--- src/hdl/isq_pkg.sv ---
// Package: item types and widths for the int8 symmetric quantizer.
`timescale 1ns / 1ps
package isq_pkg;

  localparam int WeightBits = 16;
  localparam int QuantBits  = 8;
  localparam int ProdBits   = WeightBits + QuantBits - 1;
  localparam int StepBits   = $clog2(QuantBits);

  localparam logic [QuantBits-1:0] QuantMax = {1'b0, {(QuantBits-1){1'b1}}};

  localparam logic ActMeasure  = 1'b0;
  localparam logic ActQuantize = 1'b1;

  typedef enum logic [2:0] {
    StIdle = 3'b001,
    StDiv  = 3'b010,
    StFin  = 3'b100
  } state_e;

  typedef struct packed {
    logic                         action;
    logic                         first;
    logic signed [WeightBits-1:0] weight;
  } in_item_t;

  typedef struct packed {
    logic signed [QuantBits-1:0] quant;
    logic [WeightBits-1:0]       peak;
  } out_item_t;

endpackage

--- src/hdl/int8_symmetric_quantizer_unit.sv ---
// Top level: per-tensor absmax int8 quantizer with a single restoring divider.
//
// Input channel in_valid_i / in_ready_o / in_item_i carries measure items
// (action = 0) and quantize items (action = 1). A measure item updates the
// running peak |w| in the cycle it is accepted and returns nothing; first = 1
// restarts the peak. A quantize item returns quant = trunc(w * 127 / peak),
// saturated to -127..127, together with peak, on out_valid_o / out_ready_i /
// out_item_o. A zero peak gives quant = 0.
// Flow: measure items stream at one per cycle while the divider is idle; a
// quantize item runs the divider from acceptance to a valid result:
// one subtract-and-shift step of the divider per quotient bit (8 steps),
// then the StFin state writes the result. in_ready_o is low in StDiv and
// StFin, so no new item is accepted until that result is written.
// The result sits in an output register; the block accepts new items while
// it waits to be taken. If the receiver stalls, a following quantize result
// is held in its final step until the output register frees.
// Reset clears the running peak to 0 and empties the output register.
`timescale 1ns / 1ps
module int8_symmetric_quantizer_unit (
  input  logic               clk_i,
  input  logic               rst_ni,
  input  logic               in_valid_i,
  output logic               in_ready_o,
  input  isq_pkg::in_item_t  in_item_i,
  output logic               out_valid_o,
  input  logic               out_ready_i,
  output isq_pkg::out_item_t out_item_o
);

  localparam int WB = isq_pkg::WeightBits;
  localparam int QB = isq_pkg::QuantBits;
  localparam int PB = isq_pkg::ProdBits;
  localparam int SB = isq_pkg::StepBits;

  isq_pkg::state_e     state_q, state_d;
  logic [SB-1:0]       cnt_q, cnt_d;
  logic [WB-1:0]       peak_q, peak_d;
  logic                out_valid_q, out_valid_d;
  logic [PB-1:0]       rem_q, rem_d;
  logic [PB-1:0]       dvs_q, dvs_d;
  logic [QB-1:0]       quo_q, quo_d;
  logic                neg_q, neg_d;
  logic                zero_q, zero_d;
  isq_pkg::out_item_t  out_q, out_d;

  logic          accept;
  logic [WB-1:0] w_raw;
  logic [WB-1:0] mag;
  logic [PB-1:0] prod;
  logic [PB:0]   diff;
  logic          fits;
  logic          out_free;
  logic [QB-1:0] qmag;

  assign in_ready_o  = (state_q == isq_pkg::StIdle);
  assign accept      = in_valid_i && in_ready_o;
  assign out_valid_o = out_valid_q;
  assign out_item_o  = out_q;
  assign out_free    = !out_valid_q || out_ready_i;

  assign w_raw = in_item_i.weight;
  assign mag   = w_raw[WB-1] ? (~w_raw + {{(WB-1){1'b0}}, 1'b1}) : w_raw;
  // multiply by 2^(QB-1) - 1
  assign prod  = {mag, {(QB-1){1'b0}}} - {{(QB-1){1'b0}}, mag};

  assign diff = {1'b0, rem_q} - {1'b0, dvs_q};
  assign fits = !diff[PB];

  always_comb begin
    qmag = quo_q[QB-1] ? isq_pkg::QuantMax : quo_q;
    if (zero_q) begin
      qmag = '0;
    end
  end

  always_comb begin
    state_d     = state_q;
    cnt_d       = cnt_q;
    peak_d      = peak_q;
    out_valid_d = out_valid_q;
    rem_d       = rem_q;
    dvs_d       = dvs_q;
    quo_d       = quo_q;
    neg_d       = neg_q;
    zero_d      = zero_q;
    out_d       = out_q;

    if (out_valid_q && out_ready_i) begin
      out_valid_d = 1'b0;
    end

    case (state_q)
      isq_pkg::StIdle: begin
        if (accept) begin
          if (in_item_i.action == isq_pkg::ActMeasure) begin
            if (in_item_i.first || (mag > peak_q)) begin
              peak_d = mag;
            end
          end else begin
            rem_d   = prod;
            dvs_d   = {peak_q, {(QB-1){1'b0}}};
            neg_d   = w_raw[WB-1];
            zero_d  = (peak_q == '0);
            cnt_d   = SB'(QB - 1);
            state_d = isq_pkg::StDiv;
          end
        end
      end
      isq_pkg::StDiv: begin
        if (fits) begin
          rem_d = diff[PB-1:0];
        end
        quo_d = {quo_q[QB-2:0], fits};
        dvs_d = {1'b0, dvs_q[PB-1:1]};
        cnt_d = cnt_q - {{(SB-1){1'b0}}, 1'b1};
        if (cnt_q == '0) begin
          state_d = isq_pkg::StFin;
        end
      end
      isq_pkg::StFin: begin
        if (out_free) begin
          out_d.quant = neg_q ? (~qmag + {{(QB-1){1'b0}}, 1'b1}) : qmag;
          out_d.peak  = peak_q;
          out_valid_d = 1'b1;
          state_d     = isq_pkg::StIdle;
        end
      end
      default: begin
        state_d = isq_pkg::StIdle;
      end
    endcase
  end

  always_ff @(posedge clk_i or negedge rst_ni) begin
    if (!rst_ni) begin
      state_q     <= isq_pkg::StIdle;
      cnt_q       <= '0;
      peak_q      <= '0;
      out_valid_q <= 1'b0;
    end else begin
      state_q     <= state_d;
      cnt_q       <= cnt_d;
      peak_q      <= peak_d;
      out_valid_q <= out_valid_d;
    end
  end

  always_ff @(posedge clk_i) begin
    rem_q  <= rem_d;
    dvs_q  <= dvs_d;
    quo_q  <= quo_d;
    neg_q  <= neg_d;
    zero_q <= zero_d;
    out_q  <= out_d;
  end

endmodule
--- config.mk ---
export PLATFORM = sky130hd
export DESIGN_NAME = int8_symmetric_quantizer_unit
export DESIGN_NICKNAME = d
export VERILOG_FILES = /design/src/hdl/isq_pkg.sv /design/src/hdl/int8_symmetric_quantizer_unit.sv
export SDC_FILE = /design/constraint.sdc
export NUM_CORES = 1
export LEC_CHECK = 0
export BUFFER_PORTS_ARGS = -buffer_cell sky130_fd_sc_hd__buf_2
export CELL_PAD_IN_SITES_DETAIL_PLACEMENT = 0
export CELL_PAD_IN_SITES_GLOBAL_PLACEMENT = 1
export CORE_MARGIN = 2
export CORE_UTILIZATION = 40
export DETAILED_ROUTE_END_ITERATION = 7
export PLACE_DENSITY_LB_ADDON = 0.1
export SLEW_MARGIN = 20
export SYNTH_ARGS = -nofsm -noshare
export SYNTH_HDL_FRONTEND = slang
export SYNTH_SLANG_ARGS = --single-unit
export TNS_END_PERCENT = 20
--- constraint.sdc ---
create_clock -name clk_i -period 3.9 [get_ports clk_i]
set_input_delay 0.195 -clock clk_i [delete_from_list [all_inputs] [get_ports clk_i]]
set_output_delay 0.195 -clock clk_i [all_outputs]
set_load 0.02 [all_outputs]
### After elaboration in Yosys (flattened, before gate mapping)

Cells that the tools add are included.
Widths: inputs -> output; s select.

* word-level logic and storage cells: 65
* memories kept: 0
* latch bits: 0
* input bits: 22
* RAM bits: 0
* bits in read-only memories: 0
* output and inout port bits: 26
* register bits after elaboration: 103

* add/sub/neg operators: 5
* shift operators: 0
* muxes and demuxes: 22
* multipliers: 0
* equal/unequal tests: 8
* divide/modulo/power cells: 0
* bitwise gates (word level): 3
* order comparisons: 1
* reduce and logical (&&, ||, !) cells: 15

Operators by type and width (number)
* $mux 23: 5
* $pmux 23 s2: 2
* $sub 23x23->24: 1
* $sub 23x16->23: 1
* $mux 3: 6
* $add 16x1->16 const B: 1
* $gt 16x16->1: 1
* $logic_not 16->1: 1
* $mux 16: 1
* $not 16->16: 1
* $mux 7: 2
* $reduce_and 4->1: 3
* $pmux 3 s3: 1
* $add 8x1->8 const B: 1
* $mux 8: 1
* $not 8->8: 1
* $ne 2x2->1 const B: 3
* $pmux 3 s2: 1
* $reduce_and 3->1: 2
* $ne 2x1->1 const B: 2
* $eq 3x1->1 const B: 1
* $eq 3x2->1 const B: 1
* $eq 3x3->1 const B: 1
* $logic_not 3->1: 1
* 8 further kinds: 13

### Logic depth before layout (Yosys ltp)

Gate-level depths: netlist of run 1.

* depth after elaboration: 7
* depth in mapped cells: 17
* depth with buffers taken out: 16

### Worst setup path after synthesis of run 1

OpenSTA, ideal clock, no wires.

* kind: in2reg
* start: input port in_item_i[6] (netlist bit)
* end: register rem_q[22], data pin
* setup slack: -145 ps
* path buffers: 2
* arrival time: 3789 ps
* stages: 17
* library setup time: 256 ps
* required time: 3644 ps
* path through: buf_6 > or4_4 > or3_1 > clkbuf_2 > or4_1 > and2_1 > xnor2_1 > ha_1 > a21oi_1 > a21oi_1 > o21ai_0 > o31ai_1 > a21oi_1 > nand2_1 > nor2_1 > a31o_2 > and4bb_1

* cells in the longest elaborated chain, start to end: 7

RTL lines
* start, declared: line int8_symmetric_quantizer_unit.sv:24 `input isq_pkg::in_item_t in_item_i,`
* $not 16->16: line int8_symmetric_quantizer_unit.sv:62 `assign mag = w_raw[WB-1] ? (~w_raw + {{(WB-1){1'b0}}, 1'b1}) : w_raw;`
* $add 16x1->16: line int8_symmetric_quantizer_unit.sv:62
* $mux 16 (*): line int8_symmetric_quantizer_unit.sv:62
* $sub 23x16->23 (*): line int8_symmetric_quantizer_unit.sv:64 `assign prod = {mag, {(QB-1){1'b0}}} - {{(QB-1){1'b0}}, mag};`
* $mux 23 (*): line int8_symmetric_quantizer_unit.sv:95 `if (in_item_i.action == isq_pkg::ActMeasure) begin`
* $mux 23 (*): line int8_symmetric_quantizer_unit.sv:94 `if (accept) begin`
* $pmux 23 s2 (*): line int8_symmetric_quantizer_unit.sv:92 `case (state_q)`
* net rem_d[22]: line int8_symmetric_quantizer_unit.sv:39 `logic [PB-1:0] rem_q, rem_d;`
* end signal, assigned: line int8_symmetric_quantizer_unit.sv:149 `rem_q <= rem_d;`
* end, declared: line int8_symmetric_quantizer_unit.sv:39

The timed path passes the listed nets; every way through them passes the cells marked *. The select of a mux whose other input is x is not followed.
A chain may end at the register's enable or synchronous reset.

### Worst setup path in the final report of run 1

* start: input port in_item_i[7] (netlist bit)
* end: register peak_q[1]

* cells in the longest elaborated chain, start to end: 6

RTL lines
* $not 16->16: line int8_symmetric_quantizer_unit.sv:62
* $add 16x1->16: line int8_symmetric_quantizer_unit.sv:62
* $mux 16: line int8_symmetric_quantizer_unit.sv:62
* net mag[13]: line int8_symmetric_quantizer_unit.sv:48 `logic [WB-1:0] mag;`
* $gt 16x16->1: line int8_symmetric_quantizer_unit.sv:96 `if (in_item_i.first || (mag > peak_q)) begin`
* $logic_or 1x1->1: line int8_symmetric_quantizer_unit.sv:96
* $reduce_and 4->1 (no line)
* end signal, assigned: line int8_symmetric_quantizer_unit.sv:143 `peak_q <= peak_d;`
* end, declared: line int8_symmetric_quantizer_unit.sv:37 `logic [WB-1:0] peak_q, peak_d;`

The timed path passes the listed nets, and every way through them passes these cells.

==> flow_summary.json, run 1 <==
{
  "finish.instance_area_um2": 8140,
  "fmax_mhz": 275,
  "viasPerCell": 5.32,
  "cts_tree": "built",
  "syn_area_um2": 6960,
  "synth_top_cell_area_share": 0.345,
  "setup_tns_ns": 0,
  "critPathLaunchType": "primary input",
  "dr.pass1.iters": 4,
  "grt_pass1_vias": 5597,
  "p_per_area_nw_per_um2": 469,
  "htreeDepth": 3,
  "core_um2": 17200,
  "grt_pass1_wl_um": 29900,
  "synthTopCellsByArea": "edfxtp_1 35%, ha_1 8.5%, dfrtp_1 7.9%",
  "yosys_register_bits": 103,
  "seq_area_frac_synth": 0.428,
  "postRouteAntennaNets": 0,
  "cts_setup_buffers": 0,
  "finClkSkew_ns": 0.0109,
  "drv_slew": 0,
  "min_path_type": "primary input to flip-flop",
  "grt_util_all_layers": 0.213,
  "worstPathArrival_ns": 3.91,
  "globalplace.congestion": 0.881,
  "worst_pin_slew_ns": 0.820,
  "slew_headroom": 0.448,
  "cap_violations": 0,
  "die-width_um": 136,
  "hold_violations": 0,
  "critical_path_peak_fanout": 13,
  "initial_core_util": 0.405,
  "path_class": "primary input to flip-flop",
  "p_leak_nw": 3.40,
  "portBuffers": 47,
  "synth_enable_flop_cells": 80,
  "grtUsageMet1": 0.291,
  "yosysUniqueCellTypes": 64,
  "busiest_layer": "met2",
  "cts_buffer_depth": 2,
  "cts.sinks": 103,
  "ys_async_sr_fraction": 0.223,
  "drc_errors": 0,
  "diodes": 0,
  "rows": 48,
  "vias": 5576,
  "fin_crit_sh": 0.933,
  "dpl_cell_area_um2": 7810,
  "syn_nets": 798,
  "grt_util_met2": 0.353,
  "use_met3": 0.0291,
  "dp_hpwl_um": 14500,
  "root_buffer": "clkbuf_16",
  "antenna_found_initial": 0,
  "fillCellCount": 1723,
  "io_pins": 48,
  "rsz0062_at_grt": "false",
  "crit_required_ns": 4.18,
  "die_h_um": 136,
  "outcome": "completed",
  "cts_made_buffers": 9,
  "synth_top_area_cell": "edfxtp_1",
  "synth_flop_cell": "edfxtp_1",
  "syn2layout_area_growth_pct": 17.0,
  "routed_wl_um": 18900,
  "mostFrequentLayoutCells": "80 x edfxtp_1, 72 x nand2_1, 61 x inv_1, 59 x o21ai_0, 58 x buf_4",
  "clk_pin_slew_worst_paths_ns": 0.08,
  "ys_warn_count": 0,
  "syn_avg_cell_area_um2": 9.56,
  "peakVddDrop_mv": 0.235,
  "drt_iter0_markers": 265,
  "final_common_cell": "edfxtp_1",
  "cp-end-kind": "flip-flop",
  "gr-total-overflow": 0,
  "worstSkewPairLatency_ns": 0.37,
  "nets": 888,
  "finalSetupViolations": 0,
  "drive_above_1_share": 0.179,
  "fin_crit_ns": 3.64,
  "avgRoutedWirePerCell_um": 18.1,
  "die_area_um2": 18500,
  "grt_max_degree": 46,
  "hold_slack_ns": 0.118,
  "synth_cells": 728
}
==> synthesized netlist by cell type, types with 5 or more instances <==
library cell	n
a21o_1	15
a21oi_1	42
a31oi_1	8
and3_1	5
clkbuf_1	22
dfrtp_1	22
edfxtp_1	80
ha_1	47
inv_1	62
mux2_2	5
mux2i_1	17
nand2_1	72
nand2b_1	7
nand3_1	12
nand4_1	8
nor2_1	52
nor2b_1	6
nor3_1	16
nor3b_1	6
nor4_1	14
o21a_1	7
o21ai_0	60
o21bai_1	7
o31ai_1	13
or3_1	11
xnor2_1	37
xor2_1	16
==> path summary, 6_finish.rpt <==
| kind | slack, ns | to | startpoint | depth (start not counted) |
|---|---|---|---|---|
| min in group asynchronous | 0.35 | state_q[1] | rst_ni | 2 |
| setup reg to reg | 0.37 | rem_q[9] | dvs_q[1] | 14 |
| hold / removal | 0.12 | out_valid_o | out_ready_i | 3 |
| max in group asynchronous | 3.17 | peak_q[3] | rst_ni | 2 |
| hold reg to reg | 0.48 | quo_q[7] | quo_q[6] | 0 |
| setup / recovery | 0.26 | peak_q[1] | in_item_i[7] | 15 |
==> power breakdown <==
group | leakage [nW] | internal (mW) | switching [mW]
Sequential | 1.00 | 1.40 | 0.132
Clock | 0.152 | 0.475 | 0.486
Combinational | 2.25 | 0.556 | 0.765
==> cells by family after synthesis <==
kind of cell    Yosys count  share of synthesized area
simple gates            226                      0.159
compound gates          184                      0.169
flops                   103                      0.428
buf+inv                  89                     0.0503
xor+xnor                 54                     0.0707
fa+ha+maj                50                     0.0903
mux                      22                     0.0325
==> per-layer routing <==
metal | vias to the layer above | wire [µm]
met5 | - | 0
met4 | 0 | 293
met3 | 23 | 528
met2 | 76 | 8950
met1 | 2664 | 9170
li1 | 2813 | -
==> per-stage QoR <==
step / total power, mW / instances / setup slack (ns) / util
2_1_floorplan: 2.42 / 728 / -0.00299 / -
3_3_place_gp: 2.84 / 1031 / -0.0199 / 0.455
3_5_place_dp: 2.87 / 1031 / -0.102 / 0.455
4_1_cts: 3.84 / 1048 / 0.229 / 0.473
5_1_grt: 4.06 / 1048 / 0.00354 / 0.474
6_report: 3.82 / 1048 / 0.261 / 0.474
==> state kept, by name (all words and copies together), names as in the netlist <==
register and cells:
neg_q 1, rem_q 23, peak_q 16, out_item_o 24
out_valid_o 1, dvs_q 23, cnt_q 3, state_q 3
quo_q 8, zero_q 1
==> critical path, cell delays in order <==
cell       delay [ns]
buf_2            0.10
or4_4            0.52
or3_1            0.35
or4_1            0.42
and2_1           0.18
xnor2_1          0.19
buf_4            0.17
inv_1            0.05
ha_1             0.29
a21oi_1          0.10
nor3b_1          0.35
a2111oi_4        0.12
a21oi_4          0.45
buf_4            0.23
mux2i_1          0.20
==> repair_timing <==
item                                    4_1_cts  5_1_grt
hold buffers                                  1        0
resized for setup                             0        3
hold endpoints to repair                     22        0
endpoints found under the setup margin        0        5
==> cell type report <==
cell class,count,area (µm²),area share
flip-flops and latches,103,2980,0.366
clock buffers,10,239,0.0294
well taps,225,282,0.0346
multi-input cells,536,3660,0.449
repair buffers,106,681,0.0836
clock inverters,6,70.1,0.00861
inverters,62,233,0.0286
Power figures use the tool's default switching activity.
==> run 2, diff against run 1 <==
--- a/config.mk
+++ b/config.mk
@@ -9,7 +9,7 @@
 export CELL_PAD_IN_SITES_DETAIL_PLACEMENT = 0
 export CELL_PAD_IN_SITES_GLOBAL_PLACEMENT = 1
 export CORE_MARGIN = 2
-export CORE_UTILIZATION = 40
+export CORE_UTILIZATION = 48
 export DETAILED_ROUTE_END_ITERATION = 7
 export PLACE_DENSITY_LB_ADDON = 0.1
 export SLEW_MARGIN = 20
==> run 2 against run 1 <==
Against the previous run: sequential power about the same; die area down 16%; clock skew down 0.00066 ns; clock-buffer cell count unchanged; combinational power about the same; maximum frequency down 3.3%; register-to-register slack worse by 0.06 ns; cell count down 3.4%; critical path type unchanged; largest power group unchanged; highest routed layer unchanged.
==> flow_summary.json, run 2 (synthesis gave the netlist of run 1 again) <==
{
  "grt_max_degree": 44,
  "worstPathArrival_ns": 3.97,
  "fin_crit_sh": 0.965,
  "crit_top_cell": "buf_4",
  "finish.instance_area_um2": 8130,
  "syn2layout_area_growth_pct": 16.8,
  "critPathBufInv": 5,
  "finalSetupViolations": 0,
  "worstSkewPairLatency_ns": 0.36,
  "drv_slew": 0,
  "drt_iter0_markers": 450,
  "grt_util_all_layers": 0.242,
  "instances_no_fill": 1012,
  "antenna_found_initial": 0,
  "gr-total-overflow": 0,
  "slowest_delay_ns": 0.52,
  "peakVddDrop_mv": 0.236,
  "cp-end-kind": "flip-flop",
  "dr.pass1.iters": 5,
  "nets": 893,
  "dp_cells": 990,
  "cts_made_buffers": 9,
  "p_leak_nw": 3.42,
  "mostFrequentLayoutCells": "80 x edfxtp_1, 71 x nand2_1, 61 x inv_1, 61 x buf_4, 60 x o21ai_0",
  "timing.final.ws_setup_ns": 0.138,
  "preCtsSetupSlack_ns": -0.195,
  "initial_core_util": 0.484,
  "cts.sinks": 103,
  "drc_errors": 0,
  "globalplace.congestion": 0.886,
  "die_area_um2": 15500,
  "min_path_type": "primary input to flip-flop",
  "postRouteAntennaNets": 0,
  "dpl_cell_area_um2": 7770,
  "crit_required_ns": 4.11,
  "critPathLaunchType": "primary input",
  "hold_slack_ns": 0.120,
  "io_pins": 48,
  "die-width_um": 124,
  "cts_buffer_depth": 2,
  "portBuffers": 47,
  "grt_pass1_wl_um": 29700,
  "viasPerCell": 5.63,
  "fmax_mhz": 266,
  "cpMaxStageDelayCell": "or4_4",
  "routed_wl_um": 18500,
  "rows": 44,
  "rsz0062_at_grt": "true",
  "die_h_um": 124,
  "dp_hpwl_um": 14200,
  "final_common_cell": "edfxtp_1",
  "worst_pin_slew_ns": 0.701,
  "finClkSkew_ns": 0.0103,
  "cts_tree": "built",
  "path_class": "primary input to flip-flop",
  "diodes": 0,
  "cp_cell_sequence": "buf_2 > or4_4 > or3_1 > or4_1 > and2_1 > xnor2_1 > buf_4 > inv_1 > ha_1 > a21oi_1 > a21oi_2 > a2111oi_4 > a21oi_4 > buf_12 > buf_4 > mux2i_1",
  "fin_crit_ns": 3.76,
  "hold_violations": 0,
  "root_buffer": "clkbuf_16",
  "slew_headroom": 0.532,
  "drive_above_1_share": 0.187,
  "clk_pin_slew_worst_paths_ns": 0.07,
  "core_um2": 14400,
  "grt_pass1_vias": 5587,
  "outcome": "completed",
  "vias": 5694,
  "cap_violations": 0,
  "htreeDepth": 3,
  "path_delay_family": "simple AND/OR/NAND/NOR gates",
  "avgRoutedWirePerCell_um": 18.3,
  "largest_register_ff_count": 24,
  "critical_path_peak_fanout": 11,
  "p_per_area_nw_per_um2": 467
}
-- run 2: stage by stage --
| stage | TNS, ns | util | power [mW] |
|---|---|---|---|
| 2_1_floorplan | -0.00299 | - | 2.42 |
| 3_3_place_gp | -0.270 | 0.541 | 2.83 |
| 3_5_place_dp | -2.23 | 0.541 | 2.87 |
| 6_report | 0 | 0.566 | 3.79 |
| 4_1_cts | 0 | 0.561 | 3.79 |
| 5_1_grt | -0.0132 | 0.566 | 4.03 |
-- run 2: final cells by class --
type                            count  area [µm²]
Multi-Input combinational cell    536        3660
Inverter                           62         233
Timing Repair Buffer              111         743
Clock buffer                       10         229
Sequential cell                   103        2980
Tap cell                          184         230
Fill cell                        1282        6240
Clock inverter                      6        57.6
-- run 2: path summary, 6_finish.rpt --
path,start,end,slack [ns],depth (start not counted)
max in group asynchronous,rst_ni,state_q[0],3.19,2
setup reg to reg,dvs_q[1],rem_q[14],0.31,14
min in group asynchronous,rst_ni,cnt_q[2],0.35,2
hold / removal,out_ready_i,out_valid_o,0.12,3
setup / recovery,in_item_i[7],peak_q[3],0.14,16
hold reg to reg,cnt_q[0],cnt_q[0],0.47,1
-- run 2: per-layer routing --
layer	global-route usage	routed length, µm
met4	0.0780	439
met2	0.401	8940
met3	0.0382	693
met5	0	0
met1	0.325	8430
-- run 2: report_power, final --
group          switching, mW  internal (mW)  total [mW]
Combinational          0.780          0.568        1.35
Clock                  0.455          0.451       0.907
Sequential             0.136           1.40        1.54
-- run 2: worst min-delay path: stages --
cell and delay, ns:
buf_2 0.07, nand2b_1 0.12, nand2_1 0.06
-- run 2: repair_timing --
item | in CTS | in global routing
setup buffers | 0 | 5
hold buffers | 1 | 0
endpoints found under the setup margin | 0 | 12
resized for setup | 0 | 4
endpoints found under the hold margin | 22 | 0
